$ cat src/hw/rtl/assert_macros.svh
// assertion macros used by the top-level rtl file
// needs i_clk and i_rst_n in the scope where a macro is used
`ifndef ASSERT_MACROS_SVH
`define ASSERT_MACROS_SVH

// same-cycle implication, disabled during reset
`define FSPR_ASSERT_IMP(lbl, ante, cons) \
    lbl: assert property (@(posedge i_clk) disable iff (!i_rst_n) (ante) |-> (cons)) \
        else $error("fspr check failed");

// next-cycle implication, disabled during reset
`define FSPR_ASSERT_NXT(lbl, ante, cons) \
    lbl: assert property (@(posedge i_clk) disable iff (!i_rst_n) (ante) |=> (cons)) \
        else $error("fspr check failed");

`endif

$ cat src/hw/rtl/fspr_pkg.sv
// types and constants for the fan speed pwm regulator
// no dependencies
`default_nettype none

package fspr_pkg;

    typedef enum logic [1:0] {
        CMD_MEASURE = 2'd0,
        CMD_SET     = 2'd1,
        CMD_INC     = 2'd2,
        CMD_DEC     = 2'd3
    } t_cmd;

    typedef enum logic [1:0] {
        DRIVE_CLOSED  = 2'd0,
        DRIVE_LIMITED = 2'd1,
        DRIVE_FULL    = 2'd2
    } t_drive;

    typedef enum logic [2:0] {
        REG_DUTY_MAX       = 3'd0,
        REG_DUTY_MIN       = 3'd1,
        REG_DEAD_BAND      = 3'd2,
        REG_FINE_BAND      = 3'd3,
        REG_FINE_STEP      = 3'd4,
        REG_ROUGH_STEP     = 3'd5,
        REG_TARGET_FLOOR   = 3'd6,
        REG_TARGET_CEILING = 3'd7
    } t_reg_idx;

    typedef struct packed {
        t_cmd       command;
        logic [7:0] value_high;
        logic [7:0] value_low;
    } t_in_item;

    typedef struct packed {
        logic [7:0] reply_value;
        logic [7:0] duty_level;
        logic       pwm_running;
        t_drive     drive_mode;
    } t_out_item;

    typedef struct packed {
        logic [7:0] duty_max;
        logic [7:0] duty_min;
        logic [7:0] dead_band;
        logic [7:0] fine_band;
        logic [7:0] fine_step;
        logic [7:0] rough_step;
        logic [7:0] target_floor;
        logic [7:0] target_ceiling;
    } t_cfg;

    localparam logic [7:0] DUTY_MAX_RST       = 8'd160;
    localparam logic [7:0] DUTY_MIN_RST       = 8'd2;
    localparam logic [7:0] DEAD_BAND_RST      = 8'd2;
    localparam logic [7:0] FINE_BAND_RST      = 8'd6;
    localparam logic [7:0] FINE_STEP_RST      = 8'd1;
    localparam logic [7:0] ROUGH_STEP_RST     = 8'd5;
    localparam logic [7:0] TARGET_FLOOR_RST   = 8'd20;
    localparam logic [7:0] TARGET_CEILING_RST = 8'd100;

    localparam logic [7:0] DUTY_REG_RST = 8'd160;
    localparam logic [7:0] BYTE_MAX     = 8'hFF;

endpackage

`default_nettype wire

$ cat src/hw/rtl/fspr_cfg_regs.sv
// apb-style configuration register bank of the regulator
// depends on fspr_pkg
`default_nettype none

module fspr_cfg_regs
    import fspr_pkg::*;
(
    input  wire logic        i_clk,
    input  wire logic        i_rst_n,
    input  wire logic        psel,
    input  wire logic        penable,
    input  wire logic        pwrite,
    input  wire logic [4:0]  paddr,
    input  wire logic [31:0] pwdata,
    output logic [31:0]      prdata,
    output logic             pready,
    output t_cfg             o_cfg
);

    t_cfg     r_cfg;
    t_reg_idx w_idx;
    logic     w_wr;
    logic [7:0] w_rd;

    assign w_idx  = t_reg_idx'(paddr[4:2]);
    assign w_wr   = psel && penable && pwrite;
    assign pready = 1'b1;
    assign o_cfg  = r_cfg;

    always_ff @(posedge i_clk) begin
        if (!i_rst_n) begin
            r_cfg.duty_max       <= DUTY_MAX_RST;
            r_cfg.duty_min       <= DUTY_MIN_RST;
            r_cfg.dead_band      <= DEAD_BAND_RST;
            r_cfg.fine_band      <= FINE_BAND_RST;
            r_cfg.fine_step      <= FINE_STEP_RST;
            r_cfg.rough_step     <= ROUGH_STEP_RST;
            r_cfg.target_floor   <= TARGET_FLOOR_RST;
            r_cfg.target_ceiling <= TARGET_CEILING_RST;
        end else if (w_wr) begin
            unique case (w_idx)
                REG_DUTY_MAX:       r_cfg.duty_max       <= pwdata[7:0];
                REG_DUTY_MIN:       r_cfg.duty_min       <= pwdata[7:0];
                REG_DEAD_BAND:      r_cfg.dead_band      <= pwdata[7:0];
                REG_FINE_BAND:      r_cfg.fine_band      <= pwdata[7:0];
                REG_FINE_STEP:      r_cfg.fine_step      <= pwdata[7:0];
                REG_ROUGH_STEP:     r_cfg.rough_step     <= pwdata[7:0];
                REG_TARGET_FLOOR:   r_cfg.target_floor   <= pwdata[7:0];
                REG_TARGET_CEILING: r_cfg.target_ceiling <= pwdata[7:0];
                default:            r_cfg <= r_cfg;
            endcase
        end
    end

    always_comb begin
        unique case (w_idx)
            REG_DUTY_MAX:       w_rd = r_cfg.duty_max;
            REG_DUTY_MIN:       w_rd = r_cfg.duty_min;
            REG_DEAD_BAND:      w_rd = r_cfg.dead_band;
            REG_FINE_BAND:      w_rd = r_cfg.fine_band;
            REG_FINE_STEP:      w_rd = r_cfg.fine_step;
            REG_ROUGH_STEP:     w_rd = r_cfg.rough_step;
            REG_TARGET_FLOOR:   w_rd = r_cfg.target_floor;
            REG_TARGET_CEILING: w_rd = r_cfg.target_ceiling;
            default:            w_rd = 8'd0;
        endcase
        prdata = {24'd0, w_rd};
    end

endmodule

`default_nettype wire

$ cat src/hw/rtl/fspr_core.sv
// regulator state and the single-pass update for one request
// depends on fspr_pkg
`default_nettype none

module fspr_core
    import fspr_pkg::*;
#(
    parameter int SKIP_SAMPLES = 3
)(
    input  wire logic     i_clk,
    input  wire logic     i_rst_n,
    input  wire logic     i_fire,
    input  wire t_in_item i_item,
    input  wire t_cfg     i_cfg,
    output t_out_item     o_result
);

    localparam logic [1:0] SKIP_LIM = 2'(SKIP_SAMPLES);

    logic [7:0] r_target, n_target;
    logic [7:0] r_duty, n_duty;
    t_drive     r_drive, n_drive;
    logic [1:0] r_skip, n_skip;

    logic [7:0] w_meas, w_err, w_step, w_set, w_reply;
    logic       w_below;
    logic [8:0] w_up;
    logic [7:0] w_down;

    always_ff @(posedge i_clk) begin
        if (!i_rst_n) begin
            r_target <= 8'd0;
            r_duty   <= DUTY_REG_RST;
            r_drive  <= DRIVE_CLOSED;
            r_skip   <= 2'd0;
        end else if (i_fire) begin
            r_target <= n_target;
            r_duty   <= n_duty;
            r_drive  <= n_drive;
            r_skip   <= n_skip;
        end
    end

    // rounding to the high byte, saturating at full scale
    assign w_meas = (i_item.value_low[7] && i_item.value_high != BYTE_MAX)
                    ? i_item.value_high + 8'd1 : i_item.value_high;

    assign w_below = w_meas < r_target;
    assign w_err   = w_below ? r_target - w_meas : w_meas - r_target;
    assign w_up    = {1'b0, r_duty} + {1'b0, w_step};
    assign w_down  = r_duty - w_step;
    assign w_set   = (i_item.value_high > i_cfg.target_ceiling)
                     ? i_cfg.target_ceiling : i_item.value_high;

    always_comb begin
        priority if (w_err <= i_cfg.dead_band) begin
            w_step = 8'd0;
        end else if (w_err <= i_cfg.fine_band) begin
            w_step = i_cfg.fine_step;
        end else begin
            w_step = i_cfg.rough_step;
        end
    end

    always_comb begin
        n_target = r_target;
        n_duty   = r_duty;
        n_drive  = r_drive;
        n_skip   = r_skip;
        w_reply  = 8'd0;
        unique case (i_item.command)
            CMD_MEASURE: begin
                w_reply = w_meas;
                if (r_target != 8'd0) begin
                    if (r_skip < SKIP_LIM) begin
                        n_skip = r_skip + 2'd1;
                    end else begin
                        if (!w_below) begin
                            n_drive = DRIVE_FULL;
                        end
                        if (w_step != 8'd0) begin
                            if (w_below) begin
                                n_duty = (w_up < {1'b0, i_cfg.duty_max})
                                         ? w_up[7:0] : i_cfg.duty_max;
                            end else if (r_duty > w_step && w_down > i_cfg.duty_min) begin
                                n_duty = w_down;
                            end else begin
                                n_duty = i_cfg.duty_min;
                            end
                        end
                    end
                end
            end
            CMD_SET: begin
                w_reply = r_target;
                if (w_set != r_target) begin
                    if (r_target == 8'd0) begin
                        // restart from off
                        n_duty  = i_cfg.duty_min;
                        n_skip  = 2'd0;
                        n_drive = DRIVE_LIMITED;
                    end else if (w_set == 8'd0) begin
                        n_drive = DRIVE_CLOSED;
                    end
                    n_target = w_set;
                end
            end
            CMD_INC: begin
                priority if (i_item.value_high == 8'd0) begin
                    w_reply = i_cfg.target_floor;
                end else if (i_item.value_high < i_cfg.target_ceiling) begin
                    w_reply = i_item.value_high + 8'd1;
                end else begin
                    w_reply = i_item.value_high;
                end
            end
            CMD_DEC: begin
                w_reply = (i_item.value_high > i_cfg.target_floor)
                          ? i_item.value_high - 8'd1 : 8'd0;
            end
            default: begin
                w_reply = 8'd0;
            end
        endcase
    end

    assign o_result.reply_value = w_reply;
    assign o_result.duty_level  = n_duty;
    assign o_result.pwm_running = n_target != 8'd0;
    assign o_result.drive_mode  = n_drive;

endmodule

`default_nettype wire

$ cat src/hw/rtl/fan_speed_pwm_regulator_top.sv
// Fan speed PWM regulator. One result per request; a request sits in an input
// register, is evaluated against the held target, duty, drive and skip state
// in a single pass, and lands in the result register. One request is accepted
// every cycle while the result side keeps up; a stalled result holds one
// further request in the input register before stall is raised.
// Configuration is to be written by the user over the APB-style port only
// while no request is in flight; the block itself does not enforce this.
// Depends on fspr_pkg, fspr_cfg_regs, fspr_core, assert_macros.svh.
`default_nettype none
`include "assert_macros.svh"

module fan_speed_pwm_regulator_top
    import fspr_pkg::*;
#(
    parameter int SKIP_SAMPLES = 3
)(
    input  wire logic        i_clk,
    input  wire logic        i_rst_n,
    input  wire logic        i_in_valid,
    output logic             o_in_stall,
    input  wire t_in_item    i_in_item,
    output logic             o_out_valid,
    input  wire logic        i_out_stall,
    output t_out_item        o_out_item,
    input  wire logic        psel,
    input  wire logic        penable,
    input  wire logic        pwrite,
    input  wire logic [4:0]  paddr,
    input  wire logic [31:0] pwdata,
    output logic [31:0]      prdata,
    output logic             pready
);

    t_cfg      w_cfg;
    t_in_item  r_in;
    logic      r_in_valid;
    t_out_item r_out, w_result;
    logic      r_out_valid;
    logic      w_fire, w_in_acc;

    // request moves to the result register when that register is free or emptying
    assign w_fire     = r_in_valid && (!r_out_valid || !i_out_stall);
    assign o_in_stall = r_in_valid && !w_fire;
    assign w_in_acc   = i_in_valid && !o_in_stall;

    fspr_cfg_regs u_cfg (
        .i_clk   (i_clk),
        .i_rst_n (i_rst_n),
        .psel    (psel),
        .penable (penable),
        .pwrite  (pwrite),
        .paddr   (paddr),
        .pwdata  (pwdata),
        .prdata  (prdata),
        .pready  (pready),
        .o_cfg   (w_cfg)
    );

    fspr_core #(
        .SKIP_SAMPLES (SKIP_SAMPLES)
    ) u_core (
        .i_clk    (i_clk),
        .i_rst_n  (i_rst_n),
        .i_fire   (w_fire),
        .i_item   (r_in),
        .i_cfg    (w_cfg),
        .o_result (w_result)
    );

    always_ff @(posedge i_clk) begin
        if (!i_rst_n) begin
            r_in_valid  <= 1'b0;
            r_out_valid <= 1'b0;
        end else begin
            if (w_in_acc) begin
                r_in_valid <= 1'b1;
            end else if (w_fire) begin
                r_in_valid <= 1'b0;
            end
            if (w_fire) begin
                r_out_valid <= 1'b1;
            end else if (!i_out_stall) begin
                r_out_valid <= 1'b0;
            end
        end
    end

    always_ff @(posedge i_clk) begin
        if (w_in_acc) begin
            r_in <= i_in_item;
        end
        if (w_fire) begin
            r_out <= w_result;
        end
    end

    assign o_out_valid = r_out_valid;
    assign o_out_item  = r_out;

    `FSPR_ASSERT_NXT(a_held_req_kept, r_in_valid && !w_fire, r_in_valid)
    `FSPR_ASSERT_NXT(a_fire_gives_result, w_fire, r_out_valid)
    `FSPR_ASSERT_IMP(a_no_stall_when_empty, !r_in_valid, !o_in_stall)
    `FSPR_ASSERT_IMP(a_off_means_closed, o_out_valid && !o_out_item.pwm_running,
        o_out_item.drive_mode == DRIVE_CLOSED)

endmodule

`default_nettype wire
$ cat config.mk
export PLATFORM = sky130hd
export DESIGN_NAME = fan_speed_pwm_regulator_top
export DESIGN_NICKNAME = d
export VERILOG_FILES = /design/src/hw/rtl/fspr_pkg.sv /design/src/hw/rtl/fspr_cfg_regs.sv /design/src/hw/rtl/fspr_core.sv /design/src/hw/rtl/fan_speed_pwm_regulator_top.sv
export VERILOG_INCLUDE_DIRS = /design/src /design/src/hw/rtl
export SDC_FILE = /design/constraint.sdc
export NUM_CORES = 1
export LEC_CHECK = 0
export BUFFER_PORTS_ARGS = -buffer_cell sky130_fd_sc_hd__buf_4
export CAP_MARGIN = 10
export CORE_ASPECT_RATIO = 1.4
export CORE_MARGIN = 5
export CORE_UTILIZATION = 55
export CTS_BUF_LIST = sky130_fd_sc_hd__clkbuf_4
export CTS_CLUSTER_SIZE = 28
export DETAILED_ROUTE_END_ITERATION = 6
export PLACE_DENSITY = 0.77
export SKIP_LAST_GASP = 1
export SYNTH_ARGS = -nofsm -noshare
export SYNTH_HDL_FRONTEND = slang
export SYNTH_SLANG_ARGS = --single-unit
$ cat constraint.sdc
create_clock -name i_clk -period 7.52 [get_ports i_clk]
set_input_delay 1.504 -clock i_clk [delete_from_list [all_inputs] [get_ports i_clk]]
set_output_delay 1.504 -clock i_clk [all_outputs]
set_load 0.02 [all_outputs]
Yosys cells after proc, flatten, opt, wreduce, memory -nomap -nowiden. Cells that the tools add are included. Widths: inputs -> output; s select.

Equal/unequal tests: 17. Divide/modulo/power cells: 0. Shift-type cells: 0. Add/sub/neg operators: 7. Bitwise operators: 0. Mux-type cells: 37. Magnitude comparators: 10. Reductions and logical operators: 31. $mul: 0.

Operators with widths (number): $mux 8 (18); $pmux 8 s8 (1); $gt 8x8->1 (4); $pmux 8 s4 (1); $logic_not 8->1 (3); $reduce_bool 8->1 (3); $sub 8x8->8 (3); $mux 2 (10); $le 8x8->1 (2); $lt 8x8->1 (2); $pmux 8 s2 (1); $reduce_and 2->1 (8); $eq 3x3->1 const B (4); $ne 2x1->1 const B (5); $add 8x8->9 (1); $lt 9x8->1 (1); $add 8x1->8 const B (1); $ne 8x8->1 (1); $ne 8x8->1 const B (1); $pmux 2 s2 (2); $sub 8x1->8 const B (1); $logic_and 1x1->1 (7); $eq 3x2->1 const B (2); $reduce_and 6->1 (1); other kinds (11) (19).

Bits of input ports: 62. Output and inout port bits: 54. Memories kept: 0. Flip-flop bits (word level): 123. Word-level logic and storage cells: 123. ROM bits: 0. Bits in latches: 0. Bits in writable memories: 0.

Depth between registers and ports, before layout.
Depth after elaboration: 17. Gate-level depth with buffers: 42. Gate-level depth less buffers: 40.

Modules after synthesis. From an unflattened synthesis, not the netlist that was laid out.

Cells, all modules: 1160. Area, all modules: 9591.7 um^2.

By module, submodules not included: fspr_core (times used 1, area each 5079.9 um^2, seq. area each 400.4 um^2, cells each 713); fspr_cfg_regs (times used 1, area each 3316.9 um^2, seq. area each 1281.2 um^2, cells each 402); fan_speed_pwm_regulator_top (times used 1, area each 1194.9 um^2, seq. area each 1151.1 um^2, cells each 45).

Least setup slack after synthesis. OpenSTA, ideal clock, no wires.

Path kind: reg2reg. From: register r_in[9] (netlist bit). To: register r_out (netlist bit o_out_item[9]) (data pin). Period minus slack after synthesis: 8.328 ns. Data required time: 7.249 ns. Data arrival time: 8.057 ns. Setup time: 0.271 ns. Slack: -0.808 ns. Cell stages (with the launch flop): 42. Path buffers: 2. Cells stage by stage: edfxtp_1 > ha_1 > and3_1 > a41oi_4 > nand2_1 > xor2_1 > inv_1 > ha_1 > clkbuf_1 > a21o_1 > a21oi_1 > o21ai_1 > a31oi_1 > a211oi_1 > nor2_1 > a31oi_1 > xnor2_1 > ha_1 > (+6 left out) > inv_1 > fa_1 > nor2b_1 > o221ai_1 > a21oi_1 > nor2_1 > xnor2_1 > ha_1 > a21oi_1 > nand2_1 > a211o_1 > a211oi_2 > buf_2 > nor2_1 > a211oi_1 > a211oi_1 > a221oi_2 > o22ai_1.

Cells in the longest elaborated chain, start to end: 17. Elaborated cells between the ends (all ways): 30. Those cells by class: add/sub (5); order compare (7); eq/ne (2); mux (13); reduce/logical (3).

RTL lines: start: declaration (RTL line fan_speed_pwm_regulator_top.sv:35) `t_in_item r_in;`; start signal: assignment (RTL line fan_speed_pwm_regulator_top.sv:90) `r_in <= i_in_item;`; branches (longest 16 deep; another with $add 8x1->8); $pmux 8 s2 (*) (RTL line fspr_core.sv:71) `unique case (i_item.command)`; named net u_core.n_duty[6] (RTL line fspr_core.sv:21) `logic [7:0] r_duty, n_duty;`; end signal: assignment (RTL line fan_speed_pwm_regulator_top.sv:93) `r_out <= w_result;`; end: declaration (RTL line fan_speed_pwm_regulator_top.sv:37) `t_out_item r_out, w_result;`.

Mark *: on every way through the listed nets, which the timed path passes. A chain may end at the register's enable or synchronous reset.

Final worst setup path.
From: register r_in[8] (netlist bit). To: register r_out (netlist bit o_out_item[5]) (data pin).

Same word-level chain as after synthesis.

==> flow_summary.yaml <==
status:
  status: "finished with violations"
  violations: "negative setup slack"
worst_hold_path:
  holdPathStages: 2
  hold_path.class: "reg2reg"
floorplanning:
  coreArea_sq_mm: 0.0162
  die_area_sq_mm: 0.0193
  fp.dieW_um: 119
  start_util_pct: 56.1
  die_y_um: 162
  io_pins: 116
  rows: 55
critical_path:
  slowest_delay_ns: 0.43
  critical_path_class: "reg2reg"
  cpMostUsedCell: "ha_4"
  crit_required_ns: 7.82
  cp_max_fo: 8
  arrival_ns: 8.33
  start_kind: "flop"
  slowest_stage: "edfxtp_1"
  end_kind: "flop"
  r2r_cells: 41
yosys:
  synthFlopType: "dfxtp_1"
  synth_compound_area_share_pct: 18.9
  synthSimpleGateAreaFrac_pct: 17.3
  synth_cells: 1072
  synth_area_sq_mm: 0.00912
  synth_edf_count: 30
  synth_top_family_by_area: "compound AO/OA/AOI/OAI gates"
  synthDistinctLibCells: 86
  async_flop_share_pct: 0
  ys_seq_area_share_pct: 28.8
  ys_ff_latch: 116
  synth_mux_area_share_pct: 10.8
  synthXorXnorAreaFrac_pct: 3.94
  yosys_warnings: 0
  syn_area_per_cell_sq_um: 8.51
  synth_fa_ha_area_share_pct: 12.0
route:
  wl_per_cell_um: 20.7
  final_antenna_net_count: 0
  avgViaCountPerCell: 6.16
  drc_errors: 0
  drt-total-wl_mm: 29.9
  via_count: 8888
  detail_route.iter0.violations: 681
  firstDrtPassIters: 5
place:
  gp_congestion: 1.03
  port-buffer-count: 57
  place_hpwl_mm: 22.3
power:
  finalPower_uw: 2210
  peakVddDrop_mv: 0.100
  power_density_mw_per_mm2: 191
  p_leak_uw: 0.00480
timing:
  drv_slew: 0
  rsz0062_at_grt: "true"
  setup_ws_ns: -0.510
  hold_ws_ns: 0.517
  worst_slew_pin_slew_ns: 1.04
  slew_headroom_pct: 30.4
  fin_crit_ns: 8.03
  setup_violations: 16
  report.final.hold_viol_count: 0
  fmax_mhz: 125
  fin_skew_ns: 0.0285
  fin_crit_sh_pct: 107
clock_tree:
  clockBufferDepth: 2
  cts_inserted_buffers: 17
  h-tree-depth: 4
  clock_latency_ns: 0.56
  root_buffer: "clkbuf_4"
  hold_buffers: 0
  cts_tree: "yes"
  clock_sinks: 116
  clkTransAtPathRegs_ns: 0.13
run:
  max_cap_violations: 0
finish:
  nets: 1378
  drive_above_1_share_pct: 30.0
  final_common_cell: "buf_4"
  syn2layout_area_growth_pct: 26.7
  layout.cells.most_common_list: "175 x buf_4, 117 x nor2_1, 92 x nand2_1, 86 x dfxtp_1, 85 x inv_1"
global_routing:
  grt_use_total_pct: 30.0
  grt_overflow: 0
  grt_pass1_wl_mm: 45.3
  grt_pass1_vias: 8784
  antenna_found_initial: 1
  grt_max_degree: 53
per-layer routing:
layer	wire, um	track usage (%)	part of all wire (%)	vias to the layer above
met5	0	0	0	-
met4	2870	23.8	9.6	0
met3	1760	3.93	5.9	162
met2	14900	54.7	50	442
met1	10400	30.5	35	4191
li1	-	-	-	4093
critical path, delay by kind of cell, from the launching register on:
kind,cells,cell delay [ns]
multiplexers,3,0.54
XOR/XNOR,3,0.50
adder cells (fa/ha/maj),5,1.31
buffers and inverters,7,0.97
AND/OR/NAND/NOR,8,1.08
flip-flops,1,0.43
AO/OA/AOI/OAI,15,2.93
where the power goes:
group          switching, uW  internal (uW)  leakage, uW
registers               13.5            658     0.000982
logic                    521            519      0.00366
clock network            292            206     0.000159
total                    827           1380      0.00480
path summary, 6_finish.rpt:
check / start / end / slack, ns
min: r_in_valid / o_out_valid / 0.52
min reg2reg: r_in_valid / o_out_valid / 0.52
max: r_in[8] / o_out_item[5] / -0.51
max reg2reg: r_in[8] / o_out_item[5] / -0.51
flip-flops by register name, indices dropped and copies added, names as in the netlist:
signal and count:
u_core.r_target 8, r_in 11, r_in_valid 1, o_out_item 19, u_cfg.o_cfg 64, o_out_valid 1, u_core.r_duty 8, u_core.r_skip 2
u_core.r_drive 2
cells in the mapped netlist, types with 6 or more instances:
cell type | count | area [sq um]
nor2_1 | 120 | 450
nand2_1 | 96 | 360
inv_1 | 92 | 345
dfxtp_1 | 86 | 1720
ha_1 | 83 | 1040
mux2i_1 | 77 | 771
a21oi_1 | 54 | 270
xnor2_1 | 32 | 280
clkbuf_1 | 30 | 113
edfxtp_1 | 30 | 901
buf_4 | 25 | 188
o21ai_0 | 24 | 120
nand3_1 | 22 | 110
o211ai_1 | 16 | 120
a31oi_1 | 14 | 87.6
a211oi_1 | 13 | 97.6
nand2b_1 | 13 | 81.3
o22ai_1 | 13 | 81.3
buf_2 | 12 | 60.1
nor2b_1 | 12 | 75.1
nor3_1 | 12 | 60.1
a21o_1 | 11 | 82.6
or2_2 | 11 | 68.8
nand4_1 | 10 | 62.6
nor4_1 | 10 | 62.6
o21a_1 | 9 | 67.6
xor2_1 | 9 | 78.8
a221oi_2 | 7 | 105
mux2_2 | 7 | 78.8
a311oi_1 | 6 | 52.6
and3_1 | 6 | 37.5
mux4_2 | 6 | 135
o2111ai_1 | 6 | 52.6
through the flow:
stage / area [sq um] / worst slack [ns] / std cells / TNS [ns] / util (%)
5_1_grt: 11600 / -0.783 / 1443 / -11.08 / 71.2
3_3_place_gp: 10400 / -0.629 / 1383 / -8.51 / 64.1
4_1_cts: 11300 / -0.327 / 1436 / -3.55 / 69.3
3_5_place_dp: 10400 / -0.731 / 1383 / -10.45 / 64.1
6_report: 11600 / -0.510 / 1443 / -6.26 / 71.2
2_1_floorplan: 9370 / -0.107 / 1095 / -0.537 / -
cell families after synthesis:
logic type / after synthesis
compound gates: 235
xor+xnor: 41
fa+ha+maj: 86
buf+inv: 167
flops: 116
mux: 90
other cells: 2
simple gates: 335
layout make-up:
type | instances | area (sq um)
diodes | 1 | 2.50
clock buffers | 17 | 128
clock inverters | 15 | 170
fillers | 1215 | 4680
inverters | 95 | 359
multi-input cells | 812 | 6540
flip-flops and latches | 116 | 2620
well taps | 199 | 249
repair buffers | 188 | 1490
timing repair:
item                       CTS  global route
setup buffers               21             6
resized for setup           71            43
setup endpoints to repair   16            16
pin swaps                   64            29
Power figures use the tool's default switching activity.
